$ cat config.mk
export PLATFORM = sky130hd
export DESIGN_NAME = i2c_bitbang_master_core
export DESIGN_NICKNAME = d
export VERILOG_FILES = /design/src/i2cbb_pkg.sv /design/src/i2cbb_in_reg.sv /design/src/i2cbb_engine.sv /design/src/i2cbb_out_reg.sv /design/src/i2c_bitbang_master_core.sv
export SDC_FILE = /design/constraint.sdc
export NUM_CORES = 1
export LEC_CHECK = 0
export BUFFER_PORTS_ARGS = -buffer_cell sky130_fd_sc_hd__buf_2
export CAP_MARGIN = 15
export CORE_MARGIN = 4
export CORE_UTILIZATION = 61
export CTS_BUF_LIST = sky130_fd_sc_hd__clkbuf_2
export CTS_CLUSTER_DIAMETER = 40
export DETAILED_ROUTE_END_ITERATION = 8
export GPL_TIMING_DRIVEN = 0
export PLACE_DENSITY_LB_ADDON = 0.08
export SLEW_MARGIN = 20
export SYNTH_ARGS = -nofsm -noshare
export SYNTH_HDL_FRONTEND = slang
export SYNTH_SLANG_ARGS = --single-unit
$ cat constraint.sdc
create_clock -name clock -period 5 [get_ports clock]
set_input_delay 0.5 -clock clock [delete_from_list [all_inputs] [get_ports clock]]
set_output_delay 0.5 -clock clock [all_outputs]
set_load 0.05 [all_outputs]
$ cat src/i2cbb_pkg.sv
// package for the bit-banged i2c master: payload structs, command codes,
// pin-operation encoding and the per-command sequence tables
// no dependencies
`default_nettype none

package i2cbb_pkg;

   localparam int unsigned HALF_PERIOD_W = 8;
   localparam logic [HALF_PERIOD_W-1:0] HALF_PERIOD_RESET = 8'h10;

   typedef enum logic [2:0] {
      CMD_START = 3'd0,
      CMD_STOP  = 3'd1,
      CMD_WRITE = 3'd2,
      CMD_READ  = 3'd3,
      CMD_ACK   = 3'd4,
      CMD_NACK  = 3'd5
   } cmd_type;

   // pin operation bits
   localparam int unsigned OP_LVL_BIT = 0;
   localparam int unsigned OP_SDA_BIT = 1;
   localparam int unsigned OP_SMP_BIT = 2;
   localparam int unsigned OP_DAT_BIT = 3;

   localparam logic [3:0] OP_NONE = 4'b0000;
   localparam logic [3:0] OP_LVL  = 4'b0001;
   localparam logic [3:0] OP_SDA  = 4'b0010;
   localparam logic [3:0] OP_SMP  = 4'b0100;
   localparam logic [3:0] OP_DAT  = 4'b1000;

   localparam logic [3:0] LOOP_PHASE = 4'd2;
   localparam logic [3:0] LAST_BIT   = 4'd7;

   typedef struct packed {
      logic       cmd_valid;
      logic [2:0] req_type;
      logic [7:0] write_byte;
      logic       scl_in;
      logic       sda_in;
   } req_item_type;

   typedef struct packed {
      logic       scl_release;
      logic       sda_release;
      logic       busy_res;
      logic       done_res;
      logic [7:0] read_byte;
      logic       ack_bit;
   } rsp_item_type;

   function automatic logic [3:0] seq_len(input logic [2:0] cmd);
      logic [3:0] len;
      case (cmd)
         CMD_START: len = 4'd4;
         CMD_STOP:  len = 4'd3;
         CMD_WRITE: len = 4'd6;
         CMD_READ:  len = 4'd3;
         CMD_ACK:   len = 4'd4;
         CMD_NACK:  len = 4'd4;
         default:   len = 4'd4;
      endcase
      return len;
   endfunction

   function automatic logic [3:0] seq_op(input logic [2:0] cmd, input logic [3:0] phase);
      logic [2:0] p;
      logic [3:0] op;
      p  = (phase > 4'd5) ? 3'd0 : phase[2:0];
      op = OP_NONE;
      case (cmd)
         CMD_STOP: begin
            case (p)
               3'd0:    op = OP_SDA;
               3'd1:    op = OP_LVL;
               3'd2:    op = OP_SDA | OP_LVL;
               default: op = OP_NONE;
            endcase
         end
         CMD_WRITE: begin
            case (p)
               3'd0:    op = OP_DAT | OP_SDA;
               3'd1:    op = OP_LVL;
               3'd3:    op = OP_SDA | OP_LVL;
               3'd4:    op = OP_LVL | OP_SMP;
               default: op = OP_NONE;
            endcase
         end
         CMD_READ: begin
            case (p)
               3'd0:    op = OP_SDA | OP_LVL;
               3'd1:    op = OP_LVL | OP_SMP;
               default: op = OP_NONE;
            endcase
         end
         CMD_ACK: begin
            case (p)
               3'd0:    op = OP_SDA;
               3'd1:    op = OP_LVL;
               3'd3:    op = OP_SDA | OP_LVL;
               default: op = OP_NONE;
            endcase
         end
         CMD_NACK: begin
            case (p)
               3'd0:    op = OP_SDA | OP_LVL;
               3'd1:    op = OP_LVL;
               3'd3:    op = OP_SDA | OP_LVL;
               default: op = OP_NONE;
            endcase
         end
         default: begin
            case (p)
               3'd0:    op = OP_LVL;
               3'd1:    op = OP_SDA | OP_LVL;
               3'd2:    op = OP_SDA;
               default: op = OP_NONE;
            endcase
         end
      endcase
      return op;
   endfunction

endpackage

`default_nettype wire

$ cat src/i2cbb_in_reg.sv
// input register stage: holds one tick transaction until the engine takes it
// depends on i2cbb_pkg
`default_nettype none

module i2cbb_in_reg (
   input  wire logic                   clock,
   input  wire logic                   reset,
   input  wire logic                   req_valid,
   output logic                        req_stall,
   input  wire i2cbb_pkg::req_item_type req_item,
   input  wire logic                   down_ready,
   output logic                        item_valid,
   output i2cbb_pkg::req_item_type     item
);
   import i2cbb_pkg::*;

   logic         valid_ff;
   logic         valid_in;
   req_item_type item_ff;
   logic         accept;

   assign req_stall  = valid_ff & ~down_ready;
   assign accept     = req_valid & ~req_stall;
   assign valid_in   = accept | (valid_ff & ~down_ready);
   assign item_valid = valid_ff;
   assign item       = item_ff;

   always_ff @(posedge clock) begin
      if (reset) begin
         valid_ff <= 1'b0;
      end else begin
         valid_ff <= valid_in;
      end
   end

   always_ff @(posedge clock) begin
      if (accept) begin
         item_ff <= req_item;
      end
   end

endmodule

`default_nettype wire

$ cat src/i2cbb_engine.sv
// bus engine: command state, half-period register and the per-tick update
// depends on i2cbb_pkg
`default_nettype none

module i2cbb_engine (
   input  wire logic                    clock,
   input  wire logic                    reset,
   input  wire logic                    csr_write,
   input  wire logic [7:0]              csr_data,
   input  wire logic                    step,
   input  wire i2cbb_pkg::req_item_type item,
   output i2cbb_pkg::rsp_item_type      result
);
   import i2cbb_pkg::*;

   logic [7:0] half_period_ff;
   logic [2:0] cmd_ff, cmd_in;
   logic       busy_ff, busy_in;
   logic [3:0] phase_ff, phase_in;
   logic [3:0] bits_ff, bits_in;
   logic [7:0] shift_ff, shift_in;
   logic [7:0] delay_ff, delay_in;
   logic       scl_ff, scl_in_nx;
   logic       sda_ff, sda_in_nx;
   logic       ack_ff, ack_in;
   logic [7:0] rd_ff, rd_in;
   logic       done;
   logic       apply;
   logic       fin;
   logic [7:0] hp_eff;
   logic [7:0] dec;
   logic [3:0] op;
   logic [3:0] op2;
   logic       lvl;

   assign hp_eff = (half_period_ff == 8'd0) ? 8'd1 : half_period_ff;

   always_comb begin
      cmd_in    = cmd_ff;
      busy_in   = busy_ff;
      phase_in  = phase_ff;
      bits_in   = bits_ff;
      shift_in  = shift_ff;
      delay_in  = delay_ff;
      scl_in_nx = scl_ff;
      sda_in_nx = sda_ff;
      ack_in    = ack_ff;
      rd_in     = rd_ff;
      done      = 1'b0;
      apply     = 1'b0;
      fin       = 1'b0;
      dec       = delay_ff - 8'd1;
      op        = seq_op(cmd_ff, phase_ff);
      op2       = OP_NONE;
      lvl       = 1'b0;
      if (busy_ff) begin
         if (delay_ff == 8'd0) begin
            if (item.scl_in) begin
               delay_in = hp_eff;
            end
         end else begin
            delay_in = dec;
            if (dec == 8'd0) begin
               if (op[OP_SMP_BIT]) begin
                  if (cmd_ff == CMD_WRITE) begin
                     ack_in = item.sda_in;
                  end else begin
                     shift_in = {shift_ff[6:0], item.sda_in};
                  end
               end
               if (phase_ff == LOOP_PHASE && bits_ff < LAST_BIT &&
                   (cmd_ff == CMD_WRITE || cmd_ff == CMD_READ)) begin
                  bits_in = bits_ff + 4'd1;
                  if (cmd_ff == CMD_WRITE) begin
                     shift_in = {shift_in[6:0], 1'b0};
                     phase_in = 4'd0;
                  end else begin
                     phase_in = 4'd1;
                  end
               end else begin
                  phase_in = phase_ff + 4'd1;
                  if (phase_in >= seq_len(cmd_ff)) begin
                     fin = 1'b1;
                     if (cmd_ff == CMD_READ) begin
                        rd_in = shift_in;
                     end
                  end
               end
               if (fin) begin
                  busy_in  = 1'b0;
                  phase_in = 4'd0;
                  done     = 1'b1;
               end else begin
                  apply = 1'b1;
               end
            end
         end
      end else if (item.cmd_valid && item.req_type <= CMD_NACK) begin
         cmd_in   = item.req_type;
         busy_in  = 1'b1;
         phase_in = 4'd0;
         bits_in  = 4'd0;
         shift_in = (item.req_type == CMD_WRITE) ? item.write_byte : 8'd0;
         apply    = 1'b1;
      end
      if (apply) begin
         op2 = seq_op(cmd_in, phase_in);
         lvl = op2[OP_DAT_BIT] ? shift_in[7] : op2[OP_LVL_BIT];
         if (op2[OP_SDA_BIT]) begin
            sda_in_nx = lvl;
            delay_in  = hp_eff;
         end else begin
            scl_in_nx = lvl;
            delay_in  = lvl ? 8'd0 : hp_eff;
         end
      end
   end

   always_comb begin
      result.scl_release = scl_in_nx;
      result.sda_release = sda_in_nx;
      result.busy_res    = busy_in;
      result.done_res    = done;
      result.read_byte   = rd_in;
      result.ack_bit     = ack_in;
   end

   always_ff @(posedge clock) begin
      if (reset) begin
         half_period_ff <= HALF_PERIOD_RESET;
      end else if (csr_write) begin
         half_period_ff <= csr_data;
      end
   end

   always_ff @(posedge clock) begin
      if (reset) begin
         cmd_ff   <= CMD_START;
         busy_ff  <= 1'b0;
         phase_ff <= 4'd0;
         bits_ff  <= 4'd0;
         shift_ff <= 8'd0;
         delay_ff <= 8'd0;
         scl_ff   <= 1'b1;
         sda_ff   <= 1'b1;
         ack_ff   <= 1'b1;
         rd_ff    <= 8'd0;
      end else if (step) begin
         cmd_ff   <= cmd_in;
         busy_ff  <= busy_in;
         phase_ff <= phase_in;
         bits_ff  <= bits_in;
         shift_ff <= shift_in;
         delay_ff <= delay_in;
         scl_ff   <= scl_in_nx;
         sda_ff   <= sda_in_nx;
         ack_ff   <= ack_in;
         rd_ff    <= rd_in;
      end
   end

endmodule

`default_nettype wire

$ cat src/i2cbb_out_reg.sv
// result register: holds one result transaction while the consumer stalls
// depends on i2cbb_pkg
`default_nettype none

module i2cbb_out_reg (
   input  wire logic                    clock,
   input  wire logic                    reset,
   input  wire logic                    load,
   input  wire i2cbb_pkg::rsp_item_type result,
   output logic                         up_ready,
   output logic                         rsp_valid,
   input  wire logic                    rsp_stall,
   output i2cbb_pkg::rsp_item_type      rsp_item
);
   import i2cbb_pkg::*;

   logic         valid_ff;
   logic         valid_in;
   rsp_item_type item_ff;

   assign up_ready  = ~valid_ff | ~rsp_stall;
   assign valid_in  = load | (valid_ff & rsp_stall);
   assign rsp_valid = valid_ff;
   assign rsp_item  = item_ff;

   always_ff @(posedge clock) begin
      if (reset) begin
         valid_ff <= 1'b0;
      end else begin
         valid_ff <= valid_in;
      end
   end

   always_ff @(posedge clock) begin
      if (load) begin
         item_ff <= result;
      end
   end

endmodule

`default_nettype wire

$ cat src/i2c_bitbang_master_core.sv
// top level of the bit-banged i2c master: input register, bus engine, result register
// depends on i2cbb_pkg, i2cbb_in_reg, i2cbb_engine, i2cbb_out_reg
//
// channel   handshake          payload
// req       req_valid/stall    req_item  (one bus tick: command offer and line samples)
// rsp       rsp_valid/stall    rsp_item  (pin levels and status after that tick)
// csr       csr_valid/ready    csr_data  (half_period)
//
// one transaction per cycle while rsp is not stalled; each passes from req to rsp through
// the input register, then the engine update into the result register
// reset is synchronous; half_period resets to 16, both lines released
// a stall on rsp holds the engine and, once the input register is full, raises req_stall
// csr_ready is always high; write half_period only while the bus is idle
`default_nettype none

module i2c_bitbang_master_core (
   input  wire logic                    clock,
   input  wire logic                    reset,
   input  wire logic                    req_valid,
   output logic                         req_stall,
   input  wire i2cbb_pkg::req_item_type req_item,
   output logic                         rsp_valid,
   input  wire logic                    rsp_stall,
   output i2cbb_pkg::rsp_item_type      rsp_item,
   input  wire logic                    csr_valid,
   output logic                         csr_ready,
   input  wire logic [7:0]              csr_data
);
   import i2cbb_pkg::*;

   logic         item_valid;
   req_item_type item;
   logic         out_ready;
   logic         step;
   rsp_item_type result;

   assign csr_ready = 1'b1;
   assign step      = item_valid & out_ready;

   i2cbb_in_reg u_in_reg (
      .clock      (clock),
      .reset      (reset),
      .req_valid  (req_valid),
      .req_stall  (req_stall),
      .req_item   (req_item),
      .down_ready (out_ready),
      .item_valid (item_valid),
      .item       (item)
   );

   i2cbb_engine u_engine (
      .clock     (clock),
      .reset     (reset),
      .csr_write (csr_valid & csr_ready),
      .csr_data  (csr_data),
      .step      (step),
      .item      (item),
      .result    (result)
   );

   i2cbb_out_reg u_out_reg (
      .clock     (clock),
      .reset     (reset),
      .load      (step),
      .result    (result),
      .up_ready  (out_ready),
      .rsp_valid (rsp_valid),
      .rsp_stall (rsp_stall),
      .rsp_item  (rsp_item)
   );

endmodule

`default_nettype wire

======== After elaboration in Yosys (flattened, before gate mapping) ========
Cells that the tools add are included.
storage, ports and cells
  register bits ........................... 76
  input port bits ......................... 27
  output and inout bits ................... 16
  word-level logic and storage cells ...... 170
cells by class
  add/sub/neg operators ................... 3
  magnitude comparators ................... 5
  eq/ne operators ......................... 24
  mux-type cells .......................... 82
  bitwise gates (word level) .............. 13
  reduce and logical (&&, ||, !) cells .... 18
operator list
  cell                   count
  $mux W8                22
  $mux W4                16
  $pmux W2 S3            6
  $eq A3 B2 Y1 const B   9
  $mux W1                25
  $logic_not A8 Y1       3
  $pmux W4 S5            1
  $eq A3 B3 Y1 const B   6
  $pmux W3 S2            3
  $pmux W4 S4            1
  $pmux W3 S5            1
  $eq A3 B1 Y1 const B   4
  $mux W3                4
  $pmux W3 S4            1
  $add A4 B1 Y4 const B  2
  $gt A4 B3 Y1 const B   2
  $pmux W2 S2            2
  $sub A8 B1 Y8 const B  1
  $logic_not A3 Y1       2
  $ne A2 B2 Y1 const B   3
  $not A1 Y1             6
  $reduce_or A2 Y1       3
  $reduce_and A5 Y1      1
  $and A1 B1 Y1          4
  other kinds (12)       17

======== Longest topological paths before layout ========
Gate-level depths: netlist of run 1.
  depth after elaboration ................. 28
  depth in mapped cells ................... 16

======== By module ========
Synthesis of run 1 repeated with hierarchy kept, for this count alone.
second synthesis, totals
  cells, all modules ...................... 509
  area, all modules ....................... 4488.1 um^2
by module, submodules not included
  module                   instances  cells an instance  area an instance (um^2)
  i2cbb_engine             1          471                3577.2
  i2cbb_in_reg             1          18                 470.5
  i2cbb_out_reg            1          17                 422.9
  i2c_bitbang_master_core  1          3                  17.5

======== Worst setup path after synthesis of run 1 ========
Ideal clock, no wire load.
  path kind ............................... register -> register
  start point ............................. register u_engine.phase_ff[0]
  end point ............................... register u_engine.delay_ff[0]
  arrival time ............................ 3.405 ns
  data required time ...................... 4.914 ns
  slack ................................... 1.509 ns
  stages on the path, launching flop included .. 17
  path buffers ............................ 2
  period minus slack after synthesis ...... 3.491 ns
  cell sequence ........................... dfxtp_1 -> clkbuf_1 -> inv_1 -> ha_1 -> ha_1 -> nand2_1 -> o211ai_1 -> mux2i_1 -> a32oi_1 -> a21bo_1 -> buf_6 -> nand3b_1 -> a22o_1 -> a31o_1 -> o31ai_4 -> o211ai_2 -> a221oi_2
between the ends
  word-level cells in the longest chain between the ends .. 22
  elaborated cells between the ends (all ways) .. 58
ends and longest elaborated chain
  what                                                        RTL line                                text
  start: declaration                                          i2cbb_engine.sv:19                      logic [3:0] phase_ff, phase_in;
  start signal: assignment                                    i2cbb_engine.sv:151                     phase_ff <= phase_in;
  $add A4 B1 Y4 / $eq A4 B2 Y1 (equally long branches)        i2cbb_engine.sv:81, i2cbb_engine.sv:71
  $ge A4 B4 Y1 / $logic_and A1 B1 Y1 (equally long branches)  i2cbb_engine.sv:82, i2cbb_engine.sv:71
  $mux W1 / $logic_and A1 B1 Y1 (equally long branches)       i2cbb_engine.sv:82, i2cbb_engine.sv:71
  $mux W1                                                     i2cbb_engine.sv:71                      if (phase_ff == LOOP_PHASE && bits_ff < LAST_BIT &&
  $mux W1                                                     i2cbb_engine.sv:63                      if (dec == 8'd0) begin
  $mux W1                                                     i2cbb_engine.sv:57                      if (delay_ff == 8'd0) begin
  $mux W1                                                     i2cbb_engine.sv:56                      if (busy_ff) begin
  $mux W4                                                     i2cbb_engine.sv:89                      if (fin) begin
  (+6 left out)                                               -
  $reduce_or A2 Y1 (no line)                                  -
  $pmux W2 S2                                                 i2cbb_pkg.sv:105                        case (p)
  $pmux W4 S5                                                 i2cbb_pkg.sv:71                         case (cmd)
  $mux W4                                                     i2cbb_engine.sv:106                     if (apply) begin
  $mux W1                                                     i2cbb_engine.sv:108                     lvl = op2[OP_DAT_BIT] ? shift_in[7] : op2[OP_LVL_BIT];
  $mux W8                                                     i2cbb_engine.sv:114                     delay_in = lvl ? 8'd0 : hp_eff;
  $mux W8                                                     i2cbb_engine.sv:109                     if (op2[OP_SDA_BIT]) begin
  $mux W8                                                     i2cbb_engine.sv:106
  end signal: assignment                                      i2cbb_engine.sv:154                     delay_ff <= delay_in;
  end: declaration                                            i2cbb_engine.sv:22                      logic [7:0] delay_ff, delay_in;
Several ways; a longest one is shown, not always the timed one. The select of a mux whose other input is x is not followed.
A chain may end at the register's enable or synchronous reset.

======== Worst setup path after layout of run 1 ========
  start point ............................. register u_engine.phase_ff[0]
  end point ............................... register u_engine.delay_ff[2]
Same word-level chain as after synthesis.

==> results of run 1 <==
[synthesized netlist by cell type, types with 3 or more instances]
master | count | area, µm²
sky130_fd_sc_hd__nand3_1 | 14 | 70.1
sky130_fd_sc_hd__mux2i_1 | 24 | 240
sky130_fd_sc_hd__nand2_1 | 48 | 180
sky130_fd_sc_hd__o31a_1 | 3 | 26.3
sky130_fd_sc_hd__and3_1 | 5 | 31.3
sky130_fd_sc_hd__o22ai_1 | 4 | 25.0
sky130_fd_sc_hd__xnor2_1 | 3 | 26.3
sky130_fd_sc_hd__clkbuf_1 | 17 | 63.8
sky130_fd_sc_hd__nor2b_1 | 5 | 31.3
sky130_fd_sc_hd__mux2_2 | 7 | 78.8
sky130_fd_sc_hd__a21boi_0 | 3 | 22.5
sky130_fd_sc_hd__or3_1 | 4 | 25.0
sky130_fd_sc_hd__o21ai_1 | 3 | 15.0
sky130_fd_sc_hd__inv_1 | 14 | 52.6
sky130_fd_sc_hd__a21oi_1 | 36 | 180
sky130_fd_sc_hd__dfxtp_1 | 49 | 981
sky130_fd_sc_hd__or2_2 | 4 | 25.0
sky130_fd_sc_hd__a31oi_1 | 3 | 18.8
sky130_fd_sc_hd__edfxtp_1 | 27 | 811
sky130_fd_sc_hd__nor3_1 | 14 | 70.1
sky130_fd_sc_hd__nand4_1 | 5 | 31.3
sky130_fd_sc_hd__o311ai_0 | 3 | 26.3
sky130_fd_sc_hd__ha_1 | 10 | 125
sky130_fd_sc_hd__nor2_1 | 70 | 263
sky130_fd_sc_hd__a221oi_1 | 6 | 52.6
sky130_fd_sc_hd__o21ai_0 | 20 | 100
sky130_fd_sc_hd__a32oi_1 | 5 | 43.8
sky130_fd_sc_hd__a211oi_1 | 3 | 22.5
[worst max-delay path, stage by stage, from the launching register on]
cell and delay (ns):
sky130_fd_sc_hd__dfxtp_1 0.45, sky130_fd_sc_hd__clkbuf_1 0.35, sky130_fd_sc_hd__inv_1 0.12, sky130_fd_sc_hd__ha_1 0.36, sky130_fd_sc_hd__ha_1 0.29, sky130_fd_sc_hd__nand2_1 0.06, sky130_fd_sc_hd__o211ai_1 0.16, sky130_fd_sc_hd__mux2i_1 0.13
sky130_fd_sc_hd__a32oi_1 0.25, sky130_fd_sc_hd__a21bo_1 0.24, sky130_fd_sc_hd__buf_6 0.13, sky130_fd_sc_hd__nand3b_1 0.17, sky130_fd_sc_hd__a22o_1 0.20, sky130_fd_sc_hd__a31o_1 0.24, sky130_fd_sc_hd__o31ai_4 0.46, sky130_fd_sc_hd__o211ai_2 0.16
sky130_fd_sc_hd__a211oi_1 0.27
[layer usage]
| layer | global-route usage (%) | vias up | share of wire, % |
|---|---|---|---|
| li1 | - | 1812 | - |
| met1 | 35.0 | 1775 | 44 |
| met2 | 41.0 | 163 | 47 |
| met3 | 4.55 | 18 | 7.1 |
| met4 | 10.6 | 0 | 1.9 |
| met5 | 0 | - | 0 |
[final timing paths]
path	startpoint	end	slack (ns)	depth (start not counted)
worst max register to register	u_engine.phase_ff[0]	u_engine.delay_ff[2]	0.88	16
worst min register to register	u_engine.rd_ff[5]	u_engine.rd_ff[5]	0.48	2
worst min-delay path	req_item[6]	u_in_reg.item[6]	0.11	1
worst max-delay path	u_engine.phase_ff[0]	u_engine.delay_ff[2]	0.88	16
[kinds of logic after synthesis]
family	synth area share (%)
AO/OA/AOI/OAI	21.5
flip-flops	42.7
adder cells (fa/ha/maj)	2.98
multiplexers	7.60
other	0.0894
XOR/XNOR	1.04
buffers and inverters	3.82
AND/OR/NAND/NOR	20.2
[per-stage QoR]
step	instances	hold WS (ns)	power, µW	util, %	instance area (µm²)
2_1_floorplan	464	0.435	860	-	4200
3_5_place_dp	580	0.449	920	68.8	4490
5_1_grt	596	0.0803	1370	71.0	4640
6_report	596	0.107	1320	71.0	4640
4_1_cts	596	0.0919	1320	71.0	4640
3_3_place_gp	580	0.442	913	68.7	4490
[layout by cell type, fill, tap and decap left out, drive strengths merged, types with 7 or more instances in the layout]
cell    instances
dfxtp          49
clkbuf         26
a221oi          7
nand3          14
nand2          48
inv            15
edfxtp         27
buf            45
o21ai          24
ha             10
mux2            7
nor2           70
mux2i          24
a21oi          36
nor3           14
[state kept, by name (all words and copies together) (netlist names), 3 cells and up]
name                     flops
u_out_reg.rsp_item          13
u_engine.delay_ff            8
u_engine.half_period_ff      8
u_engine.shift_ff            8
u_engine.cmd_ff              3
u_in_reg.item               14
u_engine.bits_ff             4
u_engine.rd_ff               8
u_engine.phase_ff            4
[cell type report]
| cell class | instances | area share, % |
|---|---|---|
| Sequential cell | 76 | 38.7 |
| Clock inverter | 7 | 2.16 |
| Multi-Input combinational cell | 351 | 48.5 |
| Inverter | 14 | 1.13 |
| Buffer | 23 | 2.32 |
| Clock buffer | 9 | 0.972 |
| Tap cell | 77 | 2.08 |
| Timing Repair Buffer | 39 | 4.21 |
[power breakdown]
group | leakage (µW) | internal, µW | switching, µW | total (µW)
clock | 0.0000817 | 169 | 236 | 405
combinational | 0.00112 | 77.6 | 148 | 225
sequential | 0.000659 | 666 | 20.9 | 687
total | 0.00186 | 913 | 405 | 1320
==> results by group, run 1 <==
Pwr
  • Power density cells: 284 mW/mm²
  • Leakage power figure: 0.00186 µW
  • Worst IR Drop VDD: 211 µV

GRT
  • Overall routing resource usage: 25.8%
  • Via count of the first global-routing pass: 3532
  • Grt total ovfl: 0
  • Maximum number of pins on one net before global-route repair: 23
  • Global-route wire length before repair: 17.3 mm
  • Number of antenna violations at the first check in global routing: 0

Floorplan
  • Core Region: 0.00653 mm²
  • Die X-Extent: 90.9 µm
  • Total die area: 0.00827 mm²
  • I/O pin count: 43
  • Number of core rows: 29
  • Initial standard-cell utilization of the core: 64.3%
  • Die outline height: 90.9 µm

STA
  • Final setup vio count: 0
  • Period utilization: 82.5%
  • Worst slew margin relative to its limit: 32.5%
  • Minimum period implied by the final worst setup slack: 4.12 ns
  • Measured slew at the worst slew-check pin: 1.01 ns
  • Slew Limit Fails: 0
  • Number of hold-slack violations in the final timing report: 0
  • Max frequency: 0.243 GHz
  • RSZ-0062 raised after global routing: no
  • Skew final: 0.0239 ns
  • Post-route setup slack: 0.877 ns
  • Setup tns final: 0 ns

Setup path
  • Top fanout value on the critical path: 9
  • Worst Path Arrival: 4.59 ns
  • Type of destination of the critical path: flip-flop
  • Data required time at the worst endpoint: 5.47 ns
  • Critical path class: reg2reg
  • Startpoint Class: flip-flop

Route
  • Final wirelength: 10.4 mm
  • Antenna Violating Nets Remaining: 0
  • Number of design rule violations left after detail routing: 0
  • Detailed Route Iter0 Violations: 262
  • Vias per Instance: 6.32
  • DRT Pass-1 Iters: 5
  • Via Count: 3768
  • Detail-routed net length per standard cell: 17.4 µm

Placed design
  • HPWL reported at the end of detailed placement: 7.60 mm
  • Worst-case setup slack after placement: 0.942 ns
  • Routability congestion estimate: 0.931
  • Number of port buffers: 39

Finish
  • Sequential cell area: 0.00179 mm²
  • Area Overhead vs Synth: 10.5%
  • Antenna cells: 0
  • Filler cells: 532
  • Number of nets in the final layout: 551
  • Multi-input logic area: 0.00225 mm²
  • Fraction of final layout cells sized beyond drive strength 1: 16.4%

Yosys
  • Number of distinct standard cells referenced by the synthesized netlist: 70
  • Area of the mapped netlist: 0.00420 mm²
  • Net count after synthesis: 501
  • Register bit count reported by yosys: 76
  • Most used flip-flop cell after synthesis: sky130_fd_sc_hd__dfxtp_1
  • EDFF count, synth: 27
  • Post-synthesis instance total: 464
  • Yosys warnings: 0
  • Post-Syn Area per Cell: 9.04 µm²
  • Sequential cell area fraction in the yosys report: 42.7%
  • Proportion of synthesized flip-flops having asynchronous set or reset: 0%

CTS
  • H-tree depth: 3
  • Clock latency of the later-clocked register in the worst-skew pair: 0.55 ns
  • Clock sink total: 76
  • Post-CTS Setup Repair Bufs: 0
  • Deepest clock path buffer count: 2
  • Quantity of gates resized following cts: 0
  • Clock slew at reported path FFs: 0.23 ns
  • Number of buffers inserted for hold repair after clock tree synthesis: 0
  • Clock tree from TritonCTS: yes
  • Cell at the root of the clock tree: sky130_fd_sc_hd__clkbuf_2
  • Total clock buffers created by CTS: 9

Flow run
  • Max-capacitance violation count: 0

Hold path
  • Hold/Removal Path Class: in2reg

Run status
  • Outcome: completed
(Power assumes the default switching activity.)
==> run 2, diff against run 1 <==
==> constraint.sdc (replaced) <==
create_clock -name clock -period 3.85 [get_ports clock]
set_input_delay 0.385 -clock clock [delete_from_list [all_inputs] [get_ports clock]]
set_output_delay 0.385 -clock clock [all_outputs]
set_load 0.05 [all_outputs]
==> run 2 against run 1 <==
Net effect:
- combinational power up 45%
- sequential power up 30%
- cell area up 5.3%
- worst setup slack worse by 0.71 ns
- sequential share of layout area down 1.8 points
- clock power up 31%
- critical endpoint is now u_engine.delay_ff[0]
- largest power group unchanged
- highest routed layer unchanged
==> results by group, run 2 (same netlist as run 1, synthesis figures left out) <==
STA
  • Max frequency: 0.271 GHz (+12%)
  • Skew final: 0.0255 ns (+0.00160 ns)
  • Number of hold-slack violations in the final timing report: 0 (unchanged)
  • Worst slew margin relative to its limit: 32.1% (-0.43 points)
  • Slew Limit Fails: 0 (unchanged)
  • Measured slew at the worst slew-check pin: 1.02 ns (+0.00642 ns)
  • Setup tns final: 0 ns (unchanged)
  • Min Hold Slack: 0.0368 ns (-0.0704 ns)
  • Period utilization: 95.7% (+13 points)
  • Post-route setup slack: 0.166 ns (-0.710 ns)
  • Final setup vio count: 0 (unchanged)
  • Minimum period implied by the final worst setup slack: 3.68 ns (-0.440 ns)

Pwr
  • Clock network fraction of total power: 30.3% (-0.4 points)
  • Worst IR Drop VDD: 277 µV (+31%)
  • Leakage power figure: 0.00197 µW (+6.1%)
  • Combinational cell fraction of total power: 18.7% (+1.6 points)
  • Design internal power: 1210 µW (+33%)
  • Switching component of the power: 539 µW (+33%)
  • Sequential Power Share: 51.1% (-1.1 points)
  • Power density cells: 358 mW/mm² (+26%)
  • Sw Ratio: 30.8% (+0.11 points)
  • Sum of internal, switching and leakage power: 1750 µW (+33%)

Setup path
  • Top fanout value on the critical path: 7 (-2)
  • Reg-to-Reg Start: u_engine.phase_ff[0]
  • Startpoint Class: flip-flop
  • Worst Setup SP: u_engine.phase_ff[0]
  • Critical path class: reg2reg
  • Internal reg-to-reg setup slack: 0.17 ns (-0.71 ns)
  • Type of destination of the critical path: flip-flop
  • Data required time at the worst endpoint: 4.32 ns (-1.15 ns)
  • Worst Path Arrival: 4.15 ns (-0.44 ns)

Route
  • Final wirelength: 10.8 mm (+3.9%)
  • Via Count: 3870 (+2.7%)
  • Antenna Violating Nets Remaining: 0 (unchanged)
  • Met1 wire length: 4.67 mm (+1.8%)
  • Vias per Instance: 6.28 (-0.63%)
  • DRT Pass-1 Iters: 6 (+1)
  • Detail-routed net length per standard cell: 17.5 µm (+0.53%)
  • Uppermost routed layer: met4
  • Met2 layer wire length in the routed design: 5.11 mm (+5.2%)
  • Number of design rule violations left after detail routing: 0 (unchanged)
  • Total length of routed met3 wires: 782 µm (+6.0%)
  • Detailed Route Iter0 Violations: 277 (+5.7%)

CTS
  • Clock tree from TritonCTS: yes
  • Cell at the root of the clock tree: sky130_fd_sc_hd__clkbuf_2
  • Clock sink total: 76 (unchanged)
  • H-tree depth: 3 (unchanged)
  • Clock latency of the later-clocked register in the worst-skew pair: 0.55 ns (about the same)
  • Deepest clock path buffer count: 2 (unchanged)
  • Total clock buffers created by CTS: 9 (unchanged)
  • Clock slew at reported path FFs: 0.23 ns (about the same)

GRT
  • Global-route wire length before repair: 17.7 mm (+2.4%)
  • Maximum number of pins on one net before global-route repair: 23 (unchanged)
  • Overall routing resource usage: 26.4% (+0.57 points)
  • Grt total ovfl: 0 (unchanged)
  • Via count of the first global-routing pass: 3601 (+2.0%)
  • Number of antenna violations at the first check in global routing: 0 (unchanged)

Finish
  • Fraction of final layout cells sized beyond drive strength 1: 18.4% (+2.0 points)
  • Number of flip-flops in the largest register: 14 (unchanged)
  • Most common cell after layout, fill and taps aside: sky130_fd_sc_hd__nor2_1
  • Number of nets in the final layout: 571 (+3.6%)
  • Register ranked first by flip-flop count: u_in_reg.item
  • Final design utilization: 74.7% (+3.8 points)
  • Area Overhead vs Synth: 16.3%
  • Highest-count cells in the layout ignoring fill and taps: sky130_fd_sc_hd__nor2_1 (70), sky130_fd_sc_hd__nand2_1 (48), sky130_fd_sc_hd__dfxtp_1 (47)
  • Filler cells: 504 (-5.3%)
  • Antenna cells: 0 (unchanged)

Floorplan
  • I/O pin count: 43 (unchanged)
  • Number of core rows: 29 (unchanged)
  • Die X-Extent: 90.9 µm (unchanged)
  • Die outline height: 90.9 µm (unchanged)
  • Initial standard-cell utilization of the core: 64.3% (unchanged)
  • Core Region: 0.00653 mm² (unchanged)
  • Total die area: 0.00827 mm² (unchanged)

Flow run
  • Max-capacitance violation count: 0 (unchanged)

Placed design
  • Routability congestion estimate: 0.931 (unchanged)
  • Worst-case setup slack after placement: -0.208 ns (-1.15 ns)
  • Number of port buffers: 39 (unchanged)
  • HPWL reported at the end of detailed placement: 7.60 mm (unchanged)

Run status
  • Outcome: completed

Hold path
  • Launch point of the worst hold path: csr_data[4]
  • Hold/Removal Path Class: in2reg
==> run 2: cell count changes in the layout (fill, tap and decap cells not counted), sizes merged <==
cell         change
dlygate4sd3     +14
buf              +9
clkbuf           -3
==> run 2: layout make-up <==
cell class / count / area [µm²] / area share (%)
Tap cell: 77 / 96.3 / 1.97
Timing Repair Buffer: 61 / 420 / 8.61
Buffer: 21 / 105 / 2.15
Clock inverter: 7 / 100 / 2.05
Multi-Input combinational cell: 351 / 2260 / 46.4
Sequential cell: 76 / 1800 / 36.8
Clock buffer: 9 / 45.0 / 0.923
Inverter: 14 / 52.6 / 1.08
==> run 2: critical path: stages, from the launching register on <==
cell and delay, ns:
sky130_fd_sc_hd__dfxtp_4 0.39, sky130_fd_sc_hd__buf_4 0.14, sky130_fd_sc_hd__ha_1 0.20, sky130_fd_sc_hd__xor2_1 0.22, sky130_fd_sc_hd__ha_1 0.29, sky130_fd_sc_hd__a21oi_1 0.18, sky130_fd_sc_hd__o21a_1 0.17, sky130_fd_sc_hd__and4_1 0.22
sky130_fd_sc_hd__nand4_1 0.23, sky130_fd_sc_hd__o21ai_1 0.30, sky130_fd_sc_hd__a22oi_1 0.15, sky130_fd_sc_hd__a32oi_1 0.24, sky130_fd_sc_hd__a21oi_2 0.11, sky130_fd_sc_hd__o31ai_4 0.28, sky130_fd_sc_hd__buf_12 0.16, sky130_fd_sc_hd__o211ai_2 0.10
sky130_fd_sc_hd__a221oi_2 0.23
==> run 2: stage by stage <==
stage | instances | cell area [µm²]
3_5_place_dp | 580 | 4490
2_1_floorplan | 464 | 4200
3_3_place_gp | 580 | 4490
4_1_cts | 610 | 4790
6_report | 616 | 4880
5_1_grt | 616 | 4880
==> run 2: worst paths after layout <==
path,to,cells past startpoint
setup / recovery,u_engine.delay_ff[0],16
hold / removal,u_engine.half_period_ff[4],3
setup reg to reg,u_engine.delay_ff[0],16
hold reg to reg,u_engine.rd_ff[5],2
==> run 2: per-layer routing <==
layer / vias up / track usage [%]
met1: 1822 / 35.7
met4: 0 / 10.7
met3: 24 / 4.63
met2: 178 / 42.1
li1: 1846 / -
met5: - / 0
==> run 2: timing repair <==
| item | CTS | global route |
|---|---|---|
| resized for setup | 2 | 13 |
| pin swaps | 1 | 5 |
| setup buffers | 1 | 7 |
| endpoints found under the hold margin | 13 | 1 |
| endpoints found under the setup margin | 12 | 12 |
| hold buffers | 13 | 1 |
==> run 2: power by group through the flow <==
stage / Sequential, µW / Combinational [µW] / Clock, µW
3_5_place_dp: 908 / 287 / 0
2_1_floorplan: 919 / 198 / 0
4_1_cts: 891 / 309 / 528
6_report: 893 / 326 / 530
3_3_place_gp: 907 / 280 / 0
5_1_grt: 897 / 356 / 560
==> run 3, diff against run 2 <==
--- a/config.mk
+++ b/config.mk
@@ -13,6 +13,7 @@
 export CTS_CLUSTER_DIAMETER = 40
 export DETAILED_ROUTE_END_ITERATION = 8
 export GPL_TIMING_DRIVEN = 0
+export HOLD_SLACK_MARGIN = 0.08
 export PLACE_DENSITY_LB_ADDON = 0.08
 export SLEW_MARGIN = 20
 export SYNTH_ARGS = -nofsm -noshare
==> run 3 against run 2 <==
Net effect:
- power grew 0.37%
- global-route usage grew 0.64 points
- worst setup slack lost 0.023 ns
- critical path depth is the same
- clock skew grew 0.0012 ns
- clock-buffer cell count is the same
- register-to-register slack lost 0.02 ns
- clock power is essentially flat
- critical path type unchanged
- utilization grew 1.2 points
==> results by group, run 3 (same netlist as run 1, synthesis figures left out) <==
Run status
  • Outcome: completed

Floorplan
  • Core Region: 0.00653 mm² (unchanged)
  • I/O pin count: 43 (unchanged)
  • Die X-Extent: 90.9 µm (unchanged)
  • Total die area: 0.00827 mm² (unchanged)
  • Die outline height: 90.9 µm (unchanged)
  • Number of core rows: 29 (unchanged)
  • Initial standard-cell utilization of the core: 64.3% (unchanged)

Pwr
  • Power density cells: 354 mW/mm² (-1.3%)
  • Leakage power figure: 0.00200 µW (+1.7%)
  • Sum of internal, switching and leakage power: 1760 µW (+0.37%)
  • Worst IR Drop VDD: 275 µV (-0.60%)

GRT
  • Number of antenna violations at the first check in global routing: 0 (unchanged)
  • Via count of the first global-routing pass: 3673 (+2.0%)
  • Grt total ovfl: 0 (unchanged)
  • Global-route wire length before repair: 18.1 mm (+1.9%)
  • Maximum number of pins on one net before global-route repair: 23 (unchanged)
  • Overall routing resource usage: 27.0% (+0.64 points)

Placed design
  • HPWL reported at the end of detailed placement: 7.60 mm (unchanged)
  • Routability congestion estimate: 0.931 (unchanged)
  • Number of port buffers: 39 (unchanged)
  • Worst-case setup slack after placement: -0.208 ns (unchanged)
  • Instance area at placement: 0.00449 mm² (unchanged)

Setup path
  • Worst Path Arrival: 4.18 ns (+0.03 ns)
  • Reg-to-Reg Start: u_engine.phase_ff[0]
  • Internal reg-to-reg setup slack: 0.14 ns (-0.02 ns)
  • Data required time at the worst endpoint: 4.32 ns (about the same)
  • Critical path class: reg2reg
  • Top fanout value on the critical path: 7 (unchanged)
  • Capturing point of the worst reg2reg path: u_engine.delay_ff[2]
  • Reg2reg path depth: 16 (unchanged)
  • Startpoint Class: flip-flop
  • Type of destination of the critical path: flip-flop

CTS
  • Deepest clock path buffer count: 2 (unchanged)
  • Clock tree from TritonCTS: yes
  • Clock sink total: 76 (unchanged)
  • Clock slew at reported path FFs: 0.22 ns (about the same)
  • Clock latency of the later-clocked register in the worst-skew pair: 0.55 ns (about the same)
  • Total clock buffers created by CTS: 9 (unchanged)
  • H-tree depth: 3 (unchanged)
  • Cell at the root of the clock tree: sky130_fd_sc_hd__clkbuf_2

Route
  • Final wirelength: 11.0 mm (+2.0%)
  • Detail-routed net length per standard cell: 17.6 µm (+0.68%)
  • Number of design rule violations left after detail routing: 0 (unchanged)
  • Detailed Route Iter0 Violations: 311 (+12%)
  • DRT Pass-1 Iters: 5 (-1)
  • Via Count: 3901 (+0.80%)
  • Antenna Violating Nets Remaining: 0 (unchanged)
  • Vias per Instance: 6.25 (-0.49%)

Hold path
  • Launch point of the worst hold path: rsp_stall
  • Hold/Removal Path Class: in2reg
  • Sink of the worst hold path: u_out_reg.rsp_valid
  • Hold Path Stages: 3 (unchanged)

Finish
  • Antenna cells: 0 (unchanged)
  • Register ranked first by flip-flop count: u_in_reg.item
  • Post-route cell area: 0.00496 mm² (+1.6%)
  • Number of nets in the final layout: 579 (+1.4%)
  • Most common cell after layout, fill and taps aside: sky130_fd_sc_hd__nor2_1
  • Number of flip-flops in the largest register: 14 (unchanged)
  • Area Overhead vs Synth: 18.2%
  • Highest-count cells in the layout ignoring fill and taps: sky130_fd_sc_hd__nor2_1 (70), sky130_fd_sc_hd__nand2_1 (48), sky130_fd_sc_hd__dfxtp_1 (47)
  • Fraction of final layout cells sized beyond drive strength 1: 18.1% (-0.27 points)

STA
  • Max frequency: 0.270 GHz (-0.61%)
  • Period utilization: 96.3% (+0.58 points)
  • Worst slew margin relative to its limit: 32.7% (+0.68 points)
  • Final setup vio count: 0 (unchanged)
  • Setup tns final: 0 ns (unchanged)
  • Measured slew at the worst slew-check pin: 1.01 ns (-0.0102 ns)
  • Number of hold-slack violations in the final timing report: 0 (unchanged)
  • Skew final: 0.0267 ns (+0.00117 ns)
  • Min Hold Slack: 0.115 ns (+0.0783 ns)
  • Post-route setup slack: 0.144 ns (-0.0225 ns)
  • Slew Limit Fails: 0 (unchanged)
  • Minimum period implied by the final worst setup slack: 3.71 ns (+0.0225 ns)

Flow run
  • Max-capacitance violation count: 0 (unchanged)
==> run 3: changes by cell type in the layout (fill, tap and decap cells not counted) <==
cell                            delta
sky130_fd_sc_hd__dlygate4sd3_1     +8
==> run 3: stage by stage <==
stage	util (%)	instances
2_1_floorplan	-	464
3_3_place_gp	68.7	580
3_5_place_dp	68.8	580
4_1_cts	74.7	619
5_1_grt	76.0	624
6_report	76.0	624
==> run 3: final cells by class <==
class | instances | area, µm²
Buffer | 21 | 105
Clock buffer | 9 | 45.0
Clock inverter | 7 | 100
Fill cell | 492 | 1570
Inverter | 14 | 52.6
Multi-Input combinational cell | 351 | 2260
Sequential cell | 76 | 1800
Tap cell | 77 | 96.3
Timing Repair Buffer | 69 | 500
==> run 3: metal layers <==
layer | routed length (µm) | up-vias | track usage (%)
li1 | - | 1864 | -
met1 | 4710 | 1821 | 36.0
met2 | 5210 | 190 | 43.5
met3 | 819 | 26 | 4.79
met5 | 0 | - | 0
met4 | 250 | 0 | 11.2
==> run 3: how the worst max path moves through the flow <==
stage	startpoint	end	slack, ns	cells past startpoint
2_1_floorplan	u_engine.phase_ff[0]	u_engine.delay_ff[0]	0.36	16
3_3_place_gp	u_engine.phase_ff[0]	u_engine.delay_ff[4]	-0.15	16
3_5_place_dp	u_engine.phase_ff[0]	u_engine.delay_ff[4]	-0.21	16
4_1_cts	u_engine.phase_ff[0]	u_engine.delay_ff[2]	0.05	17
5_1_grt	u_engine.phase_ff[0]	u_engine.delay_ff[2]	-0.07	16
6_report	u_engine.phase_ff[0]	u_engine.delay_ff[2]	0.14	16
==> run 3: timing repair <==
action	4_1_cts	5_1_grt
hold endpoints to repair	22	0
gates resized for setup	2	13
endpoints found under the setup margin	12	12
buffers inserted	1	7
hold buffers	22	0
pin swaps	1	5
==> run 3: critical path, cell delays in order (launching register included) <==
cell and delay, ns:
sky130_fd_sc_hd__dfxtp_4 0.39, sky130_fd_sc_hd__buf_4 0.14, sky130_fd_sc_hd__ha_1 0.20, sky130_fd_sc_hd__xor2_1 0.22
sky130_fd_sc_hd__ha_1 0.29, sky130_fd_sc_hd__a21oi_1 0.18, sky130_fd_sc_hd__o21a_1 0.17, sky130_fd_sc_hd__and4_1 0.21
sky130_fd_sc_hd__nand4_1 0.23, sky130_fd_sc_hd__o21ai_1 0.30, sky130_fd_sc_hd__a22oi_1 0.15, sky130_fd_sc_hd__a32oi_1 0.24
sky130_fd_sc_hd__a21oi_2 0.11, sky130_fd_sc_hd__o31ai_4 0.29, sky130_fd_sc_hd__buf_12 0.16, sky130_fd_sc_hd__o211ai_2 0.11
sky130_fd_sc_hd__a211oi_2 0.23
==> run 3: report_power, final <==
group | total, µW | switching (µW) | leakage, µW | internal, µW
clock network | 529 | 310 | 0.0000817 | 219
registers | 893 | 28.5 | 0.000660 | 865
logic | 334 | 202 | 0.00126 | 132
